[src/rtl/core/ablm_pkg.sv]
// Shared types and constants for the block level meter.
// No dependencies; ablm_div and audio_block_level_meter_core use this package.
package ablm_pkg;

  localparam logic [23:0] RECORD_LENGTH_RESET = 24'd480000;
  localparam logic [21:0] LOG_K               = 22'd3945660;
  localparam logic signed [10:0] SILENT_TENTHS = -11'sd960;
  localparam logic [11:0] BARS_RECIP          = 12'd2185;  // 2^16/30, rounded up
  localparam logic [4:0]  BARS_MAX            = 5'd20;
  localparam logic [6:0]  PROGRESS_FULL       = 7'd100;

  // serial divider widths
  localparam int DIV_NW = 56;
  localparam int DIV_DW = 24;
  localparam int DIV_CW = 6;

  typedef enum logic [4:0] {
    ST_IDLE,
    ST_SQR,
    ST_START,
    ST_MS_GO,
    ST_MS_WAIT,
    ST_SQRT,
    ST_LOG_START,
    ST_NORM,
    ST_LOGSQ,
    ST_LOGMUL,
    ST_LOGFIN,
    ST_BARS,
    ST_PR_GO,
    ST_PR_WAIT,
    ST_AV_GO,
    ST_AV_WAIT,
    ST_EMIT
  } state_t;

  typedef struct packed {
    logic start;
    logic busy;
  } div_ctl_t;

endpackage

[src/rtl/core/ablm_if.sv]
// Handshake channels for the level meter: sample words in, result words out.
// Depends on nothing.
interface ablm_in_if;
  logic               valid;
  logic               ready;
  logic signed [15:0] sample;
  logic               block_end;
  modport source (output valid, sample, block_end, input ready);
  modport sink   (input valid, sample, block_end, output ready);
endinterface

interface ablm_out_if;
  logic               valid;
  logic               ready;
  logic               kind;
  logic               last;
  logic [15:0]        rms;
  logic signed [10:0] level_tenth_db;
  logic [4:0]         bars;
  logic [6:0]         progress_percent;
  logic signed [15:0] max_amplitude;
  logic signed [15:0] min_amplitude;
  logic signed [23:0] average_q8;
  logic [23:0]        samples_recorded;
  modport source (output valid, kind, last, rms, level_tenth_db, bars, progress_percent,
                  max_amplitude, min_amplitude, average_q8, samples_recorded,
                  input ready);
  modport sink   (input valid, kind, last, rms, level_tenth_db, bars, progress_percent,
                  max_amplitude, min_amplitude, average_q8, samples_recorded,
                  output ready);
endinterface

[src/rtl/core/ablm_div.sv]
// Restoring divider, one quotient bit per cycle.
// Depends on ablm_pkg for its widths.
module ablm_div (
  input  logic                         clk,
  input  logic                         rst_n,
  input  logic                         start,
  input  logic [ablm_pkg::DIV_NW-1:0]  dividend,
  input  logic [ablm_pkg::DIV_DW-1:0]  divisor,
  output logic                         busy,
  output logic [ablm_pkg::DIV_NW-1:0]  quotient
);
  localparam int NW = ablm_pkg::DIV_NW;
  localparam int DW = ablm_pkg::DIV_DW;
  localparam int CW = ablm_pkg::DIV_CW;

  logic [NW-1:0] q_r;
  logic [DW-1:0] rem_r, d_r;
  logic [CW-1:0] cnt_r;
  logic          busy_r;
  logic [DW:0]   rem_sh;
  logic [DW+1:0] diff;
  logic          ge;

  assign rem_sh = {rem_r, q_r[NW-1]};
  assign diff   = {1'b0, rem_sh} - {2'b00, d_r};
  assign ge     = ~diff[DW+1];

  always_ff @(posedge clk) begin
    if (!rst_n) begin
      busy_r <= 1'b0;
      cnt_r  <= '0;
    end else if (start) begin
      busy_r <= 1'b1;
      cnt_r  <= '0;
      q_r    <= dividend;
      d_r    <= divisor;
      rem_r  <= '0;
    end else if (busy_r) begin
      q_r   <= {q_r[NW-2:0], ge};
      rem_r <= ge ? diff[DW-1:0] : rem_sh[DW-1:0];
      cnt_r <= cnt_r + 1'b1;
      if (cnt_r == CW'(NW - 1)) busy_r <= 1'b0;
    end
  end

  assign busy     = busy_r;
  assign quotient = q_r;
endmodule

[src/rtl/core/audio_block_level_meter_core.sv]
// Block RMS level meter with whole-recording statistics.
// Depends on ablm_pkg, the channel interfaces in ablm_if and the divider ablm_div.
//
// Usage:
//   in_ch carries one sample word with its block_end flag; out_ch carries result
//   words. cfg_wr_en/cfg_wr_data write record_length; the user must do so only
//   while the block is idle, which the block leaves unenforced. A sample that
//   does not end a block takes a serial 16-step squaring. A block end adds the
//   report: a mean-square divide, 16 square-root steps, for a non-zero RMS up to
//   15 normalising shifts and 16 log squaring steps, a few fixed steps and, while
//   the recording is incomplete, a progress divide. The summary word repeats the
//   divide, root and log, skips the progress divide and adds an average divide;
//   an empty recording skips all of them. The divides share one divider.
//   One item is worked on at a time; in_ch.ready is high only when no work is
//   in hand. A finished word sits in the output register, so the next sample is
//   taken while it waits; a stalled receiver holds back the next word and with it
//   sample intake. Reset (synchronous, active low) clears all statistics,
//   restores record_length to 480000 and empties the output register. After the
//   summary word every sample is taken and dropped until reset.
module audio_block_level_meter_core #(
  parameter int MAX_BLOCK = 1024
) (
  input  logic        clk,
  input  logic        rst_n,
  ablm_in_if.sink     in_ch,
  ablm_out_if.source  out_ch,
  input  logic        cfg_wr_en,
  input  logic [23:0] cfg_wr_data
);
  localparam int BCW = $clog2(MAX_BLOCK + 1);
  localparam int BSW = 31 + $clog2(MAX_BLOCK);
  localparam int NW  = ablm_pkg::DIV_NW;

  ablm_pkg::state_t state_r, state_nxt;
  ablm_pkg::div_ctl_t div_ctl;

  logic [23:0]        len_r;
  logic [BSW-1:0]     blk_sum_r;
  logic [BCW-1:0]     blk_cnt_r;
  logic [23:0]        rec_cnt_r;
  logic signed [15:0] rec_max_r, rec_min_r;
  logic signed [39:0] rec_sum_r;
  logic [54:0]        rec_sq_r;
  logic               finished_r;

  logic               ends_r, recupd_r, kind_r;
  logic [3:0]         step_r;
  logic [31:0]        mc_r, acc_r;
  logic [15:0]        mb_r;
  logic [31:0]        sv_r;
  logic [17:0]        srem_r;
  logic [15:0]        root_r, rms_r;
  logic [30:0]        m_r;
  logic [3:0]         e_r;
  logic [15:0]        frac_r;
  logic [41:0]        prod_r;
  logic signed [10:0] lv_r;
  logic [4:0]         bars_r;
  logic [6:0]         prog_r;
  logic signed [23:0] avg_r;

  logic               out_valid_r;
  logic               o_kind_r, o_last_r;
  logic [15:0]        o_rms_r;
  logic signed [10:0] o_lv_r;
  logic [4:0]         o_bars_r;
  logic [6:0]         o_prog_r;
  logic signed [15:0] o_max_r, o_min_r;
  logic signed [23:0] o_avg_r;
  logic [23:0]        o_cnt_r;

  logic               in_ready, out_load, accept;
  logic [NW-1:0]      div_a, div_q;
  logic [23:0]        div_b;

  // derived values
  logic               prog_full, summary_due, rec_empty;
  logic [BCW-1:0]     blk_cnt_inc;
  logic [15:0]        s_abs;
  logic [31:0]        sq_nxt;
  logic [19:0]        srem_sh;
  logic [17:0]        trial;
  logic               sq_ge;
  logic [15:0]        root_nxt;
  logic [61:0]        msq;
  logic [19:0]        mag;
  logic [42:0]        rnd;
  logic signed [11:0] bar_in;
  logic [21:0]        bar_prod;
  logic [5:0]         bar_q;
  logic               sum_neg;
  logic [39:0]        sum_mag;
  logic [30:0]        cnt_x100;

  assign prog_full   = (len_r == 24'd0) || (rec_cnt_r >= len_r);
  assign summary_due = rec_cnt_r >= len_r;
  assign rec_empty   = rec_cnt_r == 24'd0;
  assign blk_cnt_inc = blk_cnt_r + 1'b1;
  assign s_abs       = in_ch.sample[15] ? 16'(-in_ch.sample) : 16'(in_ch.sample);
  assign sq_nxt      = acc_r + (mb_r[0] ? mc_r : 32'd0);
  assign srem_sh     = {srem_r, sv_r[31:30]};
  assign trial       = {root_r, 2'b01};
  assign sq_ge       = srem_sh >= {2'b00, trial};
  assign root_nxt    = {root_r[14:0], sq_ge};
  assign msq         = {31'd0, m_r} * {31'd0, m_r};
  assign mag         = {4'(4'd15 - e_r), 16'd0} - {4'd0, frac_r};
  assign rnd         = {1'b0, prod_r} + 43'(64'h8000_0000);
  assign bar_in      = 12'(lv_r) + 12'sd600;
  assign bar_prod    = bar_in[9:0] * ablm_pkg::BARS_RECIP;
  assign bar_q       = bar_prod[21:16];
  assign sum_neg     = rec_sum_r[39];
  assign sum_mag     = sum_neg ? 40'(-rec_sum_r) : 40'(rec_sum_r);
  assign cnt_x100    = {1'b0, rec_cnt_r, 6'd0} + {2'b0, rec_cnt_r, 5'd0}
                     + {5'b0, rec_cnt_r, 2'd0};

  // control outputs
  always_comb begin
    in_ready      = (state_r == ablm_pkg::ST_IDLE);
    out_load      = (state_r == ablm_pkg::ST_EMIT) && (!out_valid_r || out_ch.ready);
    div_ctl.start = (state_r == ablm_pkg::ST_MS_GO) || (state_r == ablm_pkg::ST_PR_GO)
                 || (state_r == ablm_pkg::ST_AV_GO);
  end

  assign accept = in_ch.valid && in_ready;

  // next state
  always_comb begin
    state_nxt = state_r;
    case (state_r)
      ablm_pkg::ST_IDLE:      if (accept && !finished_r) state_nxt = ablm_pkg::ST_SQR;
      ablm_pkg::ST_SQR:       if (step_r == 4'd15)
                                state_nxt = ends_r ? ablm_pkg::ST_START : ablm_pkg::ST_IDLE;
      ablm_pkg::ST_START:     state_nxt = (kind_r && rec_empty) ? ablm_pkg::ST_LOG_START
                                                                : ablm_pkg::ST_MS_GO;
      ablm_pkg::ST_MS_GO:     state_nxt = ablm_pkg::ST_MS_WAIT;
      ablm_pkg::ST_MS_WAIT:   if (!div_ctl.busy) state_nxt = ablm_pkg::ST_SQRT;
      ablm_pkg::ST_SQRT:      if (step_r == 4'd15) state_nxt = ablm_pkg::ST_LOG_START;
      ablm_pkg::ST_LOG_START: state_nxt = (rms_r == 16'd0) ? ablm_pkg::ST_BARS
                                                           : ablm_pkg::ST_NORM;
      ablm_pkg::ST_NORM:      if (m_r[30]) state_nxt = ablm_pkg::ST_LOGSQ;
      ablm_pkg::ST_LOGSQ:     if (step_r == 4'd15) state_nxt = ablm_pkg::ST_LOGMUL;
      ablm_pkg::ST_LOGMUL:    state_nxt = ablm_pkg::ST_LOGFIN;
      ablm_pkg::ST_LOGFIN:    state_nxt = ablm_pkg::ST_BARS;
      ablm_pkg::ST_BARS: begin
        if (!prog_full) state_nxt = ablm_pkg::ST_PR_GO;
        else state_nxt = (kind_r && !rec_empty) ? ablm_pkg::ST_AV_GO : ablm_pkg::ST_EMIT;
      end
      ablm_pkg::ST_PR_GO:     state_nxt = ablm_pkg::ST_PR_WAIT;
      ablm_pkg::ST_PR_WAIT:   if (!div_ctl.busy)
                                state_nxt = (kind_r && !rec_empty) ? ablm_pkg::ST_AV_GO
                                                                   : ablm_pkg::ST_EMIT;
      ablm_pkg::ST_AV_GO:     state_nxt = ablm_pkg::ST_AV_WAIT;
      ablm_pkg::ST_AV_WAIT:   if (!div_ctl.busy) state_nxt = ablm_pkg::ST_EMIT;
      ablm_pkg::ST_EMIT:      if (out_load)
                                state_nxt = (!kind_r && summary_due) ? ablm_pkg::ST_START
                                                                     : ablm_pkg::ST_IDLE;
      default:                state_nxt = ablm_pkg::ST_IDLE;
    endcase
  end

  // divider operands
  always_comb begin
    div_a = NW'({cnt_x100});
    div_b = len_r;
    case (state_r)
      ablm_pkg::ST_MS_GO: begin
        div_a = kind_r ? NW'(rec_sq_r) : NW'(blk_sum_r);
        div_b = kind_r ? rec_cnt_r : 24'(blk_cnt_r);
      end
      ablm_pkg::ST_AV_GO: begin
        div_a = NW'({sum_mag, 8'd0});
        div_b = rec_cnt_r;
      end
      default: ;
    endcase
  end

  ablm_div u_div (
    .clk      (clk),
    .rst_n    (rst_n),
    .start    (div_ctl.start),
    .dividend (div_a),
    .divisor  (div_b),
    .busy     (div_ctl.busy),
    .quotient (div_q)
  );

  // control and statistics registers
  always_ff @(posedge clk) begin
    if (!rst_n) begin
      state_r     <= ablm_pkg::ST_IDLE;
      len_r       <= ablm_pkg::RECORD_LENGTH_RESET;
      blk_sum_r   <= '0;
      blk_cnt_r   <= '0;
      rec_cnt_r   <= '0;
      rec_max_r   <= -16'sd32768;
      rec_min_r   <= 16'sd32767;
      rec_sum_r   <= '0;
      rec_sq_r    <= '0;
      finished_r  <= 1'b0;
      out_valid_r <= 1'b0;
      step_r      <= '0;
      kind_r      <= 1'b0;
    end else begin
      state_r <= state_nxt;
      if (cfg_wr_en) len_r <= cfg_wr_data;

      if (out_load) out_valid_r <= 1'b1;
      else if (out_ch.ready) out_valid_r <= 1'b0;

      if ((state_r == ablm_pkg::ST_SQR) || (state_r == ablm_pkg::ST_SQRT)
          || (state_r == ablm_pkg::ST_LOGSQ))
        step_r <= step_r + 1'b1;
      else
        step_r <= '0;

      if (accept && !finished_r) begin
        kind_r    <= 1'b0;
        blk_cnt_r <= blk_cnt_inc;
        if (rec_cnt_r < len_r) begin
          rec_cnt_r <= rec_cnt_r + 1'b1;
          if (in_ch.sample > rec_max_r) rec_max_r <= in_ch.sample;
          if (in_ch.sample < rec_min_r) rec_min_r <= in_ch.sample;
          rec_sum_r <= rec_sum_r + 40'(in_ch.sample);
        end
      end

      if (state_r == ablm_pkg::ST_SQR && step_r == 4'd15) begin
        blk_sum_r <= blk_sum_r + BSW'(sq_nxt);
        if (recupd_r) rec_sq_r <= rec_sq_r + 55'(sq_nxt);
      end

      if (out_load) begin
        if (!kind_r) begin
          blk_sum_r <= '0;
          blk_cnt_r <= '0;
          if (summary_due) kind_r <= 1'b1;
        end else begin
          finished_r <= 1'b1;
        end
      end
    end
  end

  // datapath
  always_ff @(posedge clk) begin
    case (state_r)
      ablm_pkg::ST_IDLE: begin
        ends_r   <= in_ch.block_end || (blk_cnt_inc >= BCW'(MAX_BLOCK));
        recupd_r <= rec_cnt_r < len_r;
        mc_r     <= {16'd0, s_abs};
        mb_r     <= s_abs;
        acc_r    <= '0;
      end
      ablm_pkg::ST_SQR: begin
        acc_r <= sq_nxt;
        mc_r  <= {mc_r[30:0], 1'b0};
        mb_r  <= {1'b0, mb_r[15:1]};
      end
      ablm_pkg::ST_START: begin
        rms_r <= '0;
        avg_r <= '0;
      end
      ablm_pkg::ST_MS_WAIT: begin
        sv_r   <= div_q[31:0];
        srem_r <= '0;
        root_r <= '0;
      end
      ablm_pkg::ST_SQRT: begin
        srem_r <= sq_ge ? 18'(srem_sh - {2'b00, trial}) : srem_sh[17:0];
        root_r <= root_nxt;
        sv_r   <= {sv_r[29:0], 2'b00};
        if (step_r == 4'd15) rms_r <= root_nxt;
      end
      ablm_pkg::ST_LOG_START: begin
        lv_r   <= ablm_pkg::SILENT_TENTHS;
        m_r    <= {rms_r, 15'd0};
        e_r    <= 4'd15;
        frac_r <= '0;
      end
      ablm_pkg::ST_NORM: begin
        if (!m_r[30]) begin
          m_r <= {m_r[29:0], 1'b0};
          e_r <= e_r - 1'b1;
        end
      end
      ablm_pkg::ST_LOGSQ: begin
        // m stays in [2^30, 2^31): one fraction bit per squaring
        m_r    <= msq[61] ? msq[61:31] : msq[60:30];
        frac_r <= {frac_r[14:0], msq[61]};
      end
      ablm_pkg::ST_LOGMUL: prod_r <= mag * ablm_pkg::LOG_K;
      ablm_pkg::ST_LOGFIN: lv_r <= 11'sd0 - $signed({1'b0, rnd[41:32]});
      ablm_pkg::ST_BARS: begin
        if (bar_in <= 12'sd0) bars_r <= '0;
        else if (bar_q > 6'(ablm_pkg::BARS_MAX)) bars_r <= ablm_pkg::BARS_MAX;
        else bars_r <= bar_q[4:0];
        prog_r <= ablm_pkg::PROGRESS_FULL;
      end
      ablm_pkg::ST_PR_WAIT: prog_r <= div_q[6:0];
      ablm_pkg::ST_AV_WAIT: avg_r <= sum_neg ? 24'(-div_q[23:0]) : div_q[23:0];
      ablm_pkg::ST_EMIT: begin
        if (out_load) begin
          o_kind_r <= kind_r;
          o_last_r <= kind_r || !summary_due;
          o_rms_r  <= rms_r;
          o_lv_r   <= lv_r;
          o_bars_r <= bars_r;
          o_prog_r <= prog_r;
          o_max_r  <= kind_r ? rec_max_r : 16'sd0;
          o_min_r  <= kind_r ? rec_min_r : 16'sd0;
          o_avg_r  <= kind_r ? avg_r : 24'sd0;
          o_cnt_r  <= rec_cnt_r;
        end
      end
      default: ;
    endcase
  end

  assign in_ch.ready             = in_ready;
  assign out_ch.valid            = out_valid_r;
  assign out_ch.kind             = o_kind_r;
  assign out_ch.last             = o_last_r;
  assign out_ch.rms              = o_rms_r;
  assign out_ch.level_tenth_db   = o_lv_r;
  assign out_ch.bars             = o_bars_r;
  assign out_ch.progress_percent = o_prog_r;
  assign out_ch.max_amplitude    = o_max_r;
  assign out_ch.min_amplitude    = o_min_r;
  assign out_ch.average_q8       = o_avg_r;
  assign out_ch.samples_recorded = o_cnt_r;
endmodule

[src/flat_wrapper.sv]
// flat-port wrapper written by rule: the top's interface ports become plain ports
module audio_block_level_meter_core_flat 
#(
  parameter int MAX_BLOCK = 1024
)
  (clk, rst_n, cfg_wr_en, cfg_wr_data, in_ch_valid, in_ch_sample, in_ch_block_end, in_ch_ready, out_ch_valid, out_ch_kind, out_ch_last, out_ch_rms, out_ch_level_tenth_db, out_ch_bars, out_ch_progress_percent, out_ch_max_amplitude, out_ch_min_amplitude, out_ch_average_q8, out_ch_samples_recorded, out_ch_ready);
  ablm_in_if in_ch_i ();
  ablm_out_if out_ch_i ();
  input  logic clk;
  input  logic rst_n;
  input  logic cfg_wr_en;
  input  logic [23:0] cfg_wr_data;
  input wire logic [$bits(in_ch_i.valid)-1:0] in_ch_valid;
  input wire logic [$bits(in_ch_i.sample)-1:0] in_ch_sample;
  input wire logic [$bits(in_ch_i.block_end)-1:0] in_ch_block_end;
  output wire logic [$bits(in_ch_i.ready)-1:0] in_ch_ready;
  output wire logic [$bits(out_ch_i.valid)-1:0] out_ch_valid;
  output wire logic [$bits(out_ch_i.kind)-1:0] out_ch_kind;
  output wire logic [$bits(out_ch_i.last)-1:0] out_ch_last;
  output wire logic [$bits(out_ch_i.rms)-1:0] out_ch_rms;
  output wire logic [$bits(out_ch_i.level_tenth_db)-1:0] out_ch_level_tenth_db;
  output wire logic [$bits(out_ch_i.bars)-1:0] out_ch_bars;
  output wire logic [$bits(out_ch_i.progress_percent)-1:0] out_ch_progress_percent;
  output wire logic [$bits(out_ch_i.max_amplitude)-1:0] out_ch_max_amplitude;
  output wire logic [$bits(out_ch_i.min_amplitude)-1:0] out_ch_min_amplitude;
  output wire logic [$bits(out_ch_i.average_q8)-1:0] out_ch_average_q8;
  output wire logic [$bits(out_ch_i.samples_recorded)-1:0] out_ch_samples_recorded;
  input wire logic [$bits(out_ch_i.ready)-1:0] out_ch_ready;
  assign in_ch_i.valid = in_ch_valid;
  assign in_ch_i.sample = in_ch_sample;
  assign in_ch_i.block_end = in_ch_block_end;
  assign in_ch_ready = in_ch_i.ready;
  assign out_ch_valid = out_ch_i.valid;
  assign out_ch_kind = out_ch_i.kind;
  assign out_ch_last = out_ch_i.last;
  assign out_ch_rms = out_ch_i.rms;
  assign out_ch_level_tenth_db = out_ch_i.level_tenth_db;
  assign out_ch_bars = out_ch_i.bars;
  assign out_ch_progress_percent = out_ch_i.progress_percent;
  assign out_ch_max_amplitude = out_ch_i.max_amplitude;
  assign out_ch_min_amplitude = out_ch_i.min_amplitude;
  assign out_ch_average_q8 = out_ch_i.average_q8;
  assign out_ch_samples_recorded = out_ch_i.samples_recorded;
  assign out_ch_i.ready = out_ch_ready;
  audio_block_level_meter_core #(.MAX_BLOCK(MAX_BLOCK)) u_core (.clk(clk), .rst_n(rst_n), .in_ch(in_ch_i), .out_ch(out_ch_i), .cfg_wr_en(cfg_wr_en), .cfg_wr_data(cfg_wr_data));
endmodule
[config.mk]
export PLATFORM = sky130hd
export DESIGN_NAME = audio_block_level_meter_core_flat
export DESIGN_NICKNAME = d
export VERILOG_FILES = /design/src/rtl/core/ablm_pkg.sv /design/src/rtl/core/ablm_if.sv /design/src/rtl/core/ablm_div.sv /design/src/rtl/core/audio_block_level_meter_core.sv /design/src/flat_wrapper.sv
export SDC_FILE = /design/constraint.sdc
export NUM_CORES = 2
export LEC_CHECK = 0
export BUFFER_PORTS_ARGS = -buffer_cell sky130_fd_sc_hd__buf_2
export CAP_MARGIN = 30
export CORE_MARGIN = 2
export CORE_UTILIZATION = 40
export DETAILED_ROUTE_END_ITERATION = 8
export GPL_ROUTABILITY_DRIVEN = 0
export PLACE_DENSITY = 0.52
export SLEW_MARGIN = 25
export SYNTH_ARGS = -nofsm -noshare
export SYNTH_HDL_FRONTEND = slang
export SYNTH_SLANG_ARGS = --single-unit
[constraint.sdc]
create_clock -name clk -period 11.02 [get_ports clk]
set_input_delay 2.204 -clock clk [delete_from_list [all_inputs] [get_ports clk]]
set_output_delay 2.204 -clock clk [all_outputs]
set_load 0.02 [all_outputs]
==> flow_metrics.tcl <==
set metrics [dict create \
    insertion_delay_ps 720 \
    crit_top_cell "fa_1" \
    drt-total-wl_mm 226 \
    grt_usage_pct 22.5 \
    regToRegStartpoint "u_core.m_r[9]" \
    ctsResizeCount 0 \
    path_clk_slew_ps 70 \
    postCtsSetupBuffers 0 \
    total_power_mw 8.29 \
    busiest_layer "met2" \
    nNetsFinal 10200 \
    avgSynthCellArea_um2 9.57 \
    cp.required_ps 11480 \
    syn_nets 10100 \
    cp_data_arrival_time_ps 10500 \
    synthArstFlopShare_pct 0 \
    cp-end-kind "flip-flop" \
    synth_edf_count 498 \
    slowest_stage "edfxtp_1" \
    worstSetupPathType "reg2reg" \
    cts_root_buf "clkbuf_16" \
    dpl.hpwl_mm 177 \
    finalInstanceArea_um2 87100 \
    placedInstanceArea_um2 83800 \
    postSynthCellCount 8310 \
    period_share_pct 91.1 \
    clockBufferDepth 3 \
    portBuffers 168 \
    antenna_left 0 \
    area_growth_pct 9.53 \
    hold_buffers 0 \
    setup_tns_ps 0 \
    hold_viol_final 0 \
    cap_violations 0 \
    grt_pass1_wl_mm 357 \
    netlist_area_um2 79500 \
    power_leakage_nw 41.4 \
    die_y_um 450 \
    antenna_found_initial 7 \
    vias 58100 \
    drive_gt1_share_pct 6.25 \
    avgRoutedWirePerCell_um 20.3 \
    fmax_mhz 99.7 \
    ir_drop_uv 123 \
    maxSlewHeadroom_pct 29.7 \
    drcViolationCount 0 \
    drtPass1Iterations 8 \
    core_um2 197000 \
    grt.met2_usage_pct 38.2 \
    gr-usage-met3_pct 2.53 \
    finalCriticalPeriod_ps 10030 \
    ys_warn_count 0 \
    grt-ovfl-total 0 \
    num_rows 163 \
    min_path_type "reg2reg" \
    die_area_um2 202000 \
    final_max_slew_viol_count 0 \
    outcome "complete, no violations" \
    final_cell_mix "inv_1 (1494), fa_1 (952), ha_1 (821)" \
    cp_slowest_stage_delay_ps 880 \
    skew_ps 27.4 \
    crit_fanout 33 \
    crit_start "u_core.m_r[9]" \
    die_w_um 450 \
    setup_violations 0 \
    power_density_nw_per_um2 95.2 \
    cts_buffers 86 \
    grt_max_degree 69 \
    ys_seq_area_share_pct 25.0 \
    vias_per_cell 5.22 \
    dp.cells 11000 \
    start_util_pct 40.3 \
    min-delay-start "u_core.bars_r[3]" \
    layout_commonest_cell "inv_1" \
    synth-seq-cells 744 \
    start_kind "flip-flop" \
    finalNonFillerCells 11100 \
    cts_max_level 3 \
    tightest_slew_ps 1050 \
    ioPinCount 169 \
    hold_slack_ps 421 \
    synthFlopType "edfxtp_1" \
    rsz0062_at_grt "false" \
    cts_tree "yes" \
    drt-initial-drc-count 3628 \
    clock_sinks 744 \
    use_met1_pct 30.2 \
    grt_pass1_vias 60800 \
    synth.distinct_cells 87 \
]
[final cells by class]
| type | count | area [um2] |
|---|---|---|
| fill | 19300 | 110000 |
| multi-input combinational | 5768 | 53100 |
| sequential | 744 | 19900 |
| inverter | 1504 | 5650 |
| tap | 2640 | 3300 |
| clock buffer | 102 | 2270 |
| timing repair buffer | 303 | 1920 |
| clock inverter | 59 | 980 |
| antenna | 12 | 30.0 |
[cells by family after synthesis]
| logic type | after synthesis | share of synthesized area (%) |
|---|---|---|
| simple gates | 2216 | 13.4 |
| fa+ha+maj | 1773 | 36.9 |
| mux | 103 | 1.30 |
| buf+inv | 1798 | 8.52 |
| compound gates | 1298 | 10.7 |
| other cells | 1 | 0.00472 |
| flops | 744 | 25.0 |
| xor+xnor | 377 | 4.15 |
[path summary, 6_finish.rpt]
kind              depth (start not counted)                    end  slack (ps)
hold reg to reg                           0  u_core.out_ch.bars[3]         420
setup / recovery                         29         u_core.m_r[18]         990
hold / removal                            0  u_core.out_ch.bars[3]         420
setup reg to reg                         29         u_core.m_r[18]         990
[registers in the layout, summed over array words and instances, names as in the netlist, 31 cells and up]
| register | count |
|---|---|
| u_core.u_div.quotient | 56 |
| u_core.rec_sq_r | 55 |
| u_core.blk_sum_r | 41 |
| u_core.rec_sum_r | 40 |
| u_core.acc_r | 32 |
| u_core.mc_r | 32 |
| u_core.sv_r | 32 |
| u_core.m_r | 31 |
[cells in the mapped netlist (all sizes together) (17+ instances only)]
| master | n | area [um2] |
|---|---|---|
| nand4 | 58 | 363 |
| nand2b | 49 | 307 |
| a22oi | 23 | 173 |
| buf | 24 | 115 |
| nor4 | 36 | 225 |
| a21oi | 406 | 2030 |
| nand2 | 740 | 2780 |
| o22ai | 17 | 106 |
| clkbuf | 270 | 1010 |
| xor2 | 149 | 1310 |
| and3 | 78 | 488 |
| mux2i | 100 | 1000 |
| o211ai | 55 | 413 |
| and2 | 343 | 2150 |
| o21ai | 203 | 1020 |
| or2 | 23 | 144 |
| or3 | 43 | 269 |
| or4 | 24 | 180 |
| ha | 821 | 10300 |
| nor2 | 492 | 1850 |
| a31oi | 41 | 257 |
| nand3 | 132 | 661 |
| dfxtp | 246 | 4920 |
| a21o | 156 | 1170 |
| edfxtp | 498 | 15000 |
| o21bai | 26 | 195 |
| o31ai | 35 | 277 |
| a22o | 21 | 184 |
| fa | 952 | 19100 |
| xnor2 | 228 | 2000 |
| nor3 | 90 | 462 |
| nor2b | 52 | 325 |
| a211oi | 45 | 350 |
| o41ai | 18 | 158 |
| o21a | 80 | 601 |
| inv | 1497 | 5620 |
| o31a | 18 | 158 |
[layer usage]
layer  part of all wire, %  vias to the layer above  wire [um]
li1                      -                    27600          -
met1                    44                    29000     101000
met2                    48                     1218     110000
met3                   4.3                      291       9680
met4                   2.9                        4       6470
met5                 0.012                        -         27
[critical path: cells and delay by family, from the launching register on]
family / cells / cell delay (ps)
mux: 1 / 130
simple gates: 4 / 1100
flops: 1 / 880
xor+xnor: 1 / 370
fa+ha+maj: 9 / 4090
compound gates: 6 / 2040
buf+inv: 8 / 1110
[per-stage QoR]
stage / util (%) / worst slack, ps
6_report: 44.1 / 986
5_1_grt: 44.1 / 698
4_1_cts: 44.1 / 1050
3_3_place_gp: 42.4 / 1120
3_5_place_dp: 42.4 / 1040
2_1_floorplan: - / 1750
[power by group]
part	internal [mW]	total (mW)	switching (mW)	leakage (nW)
Combinational	0.656	1.71	1.05	33.0
Sequential	3.11	3.24	0.125	6.85
Clock	2.03	3.34	1.31	1.58
No activity file was read; power rests on OpenSTA's default activity.
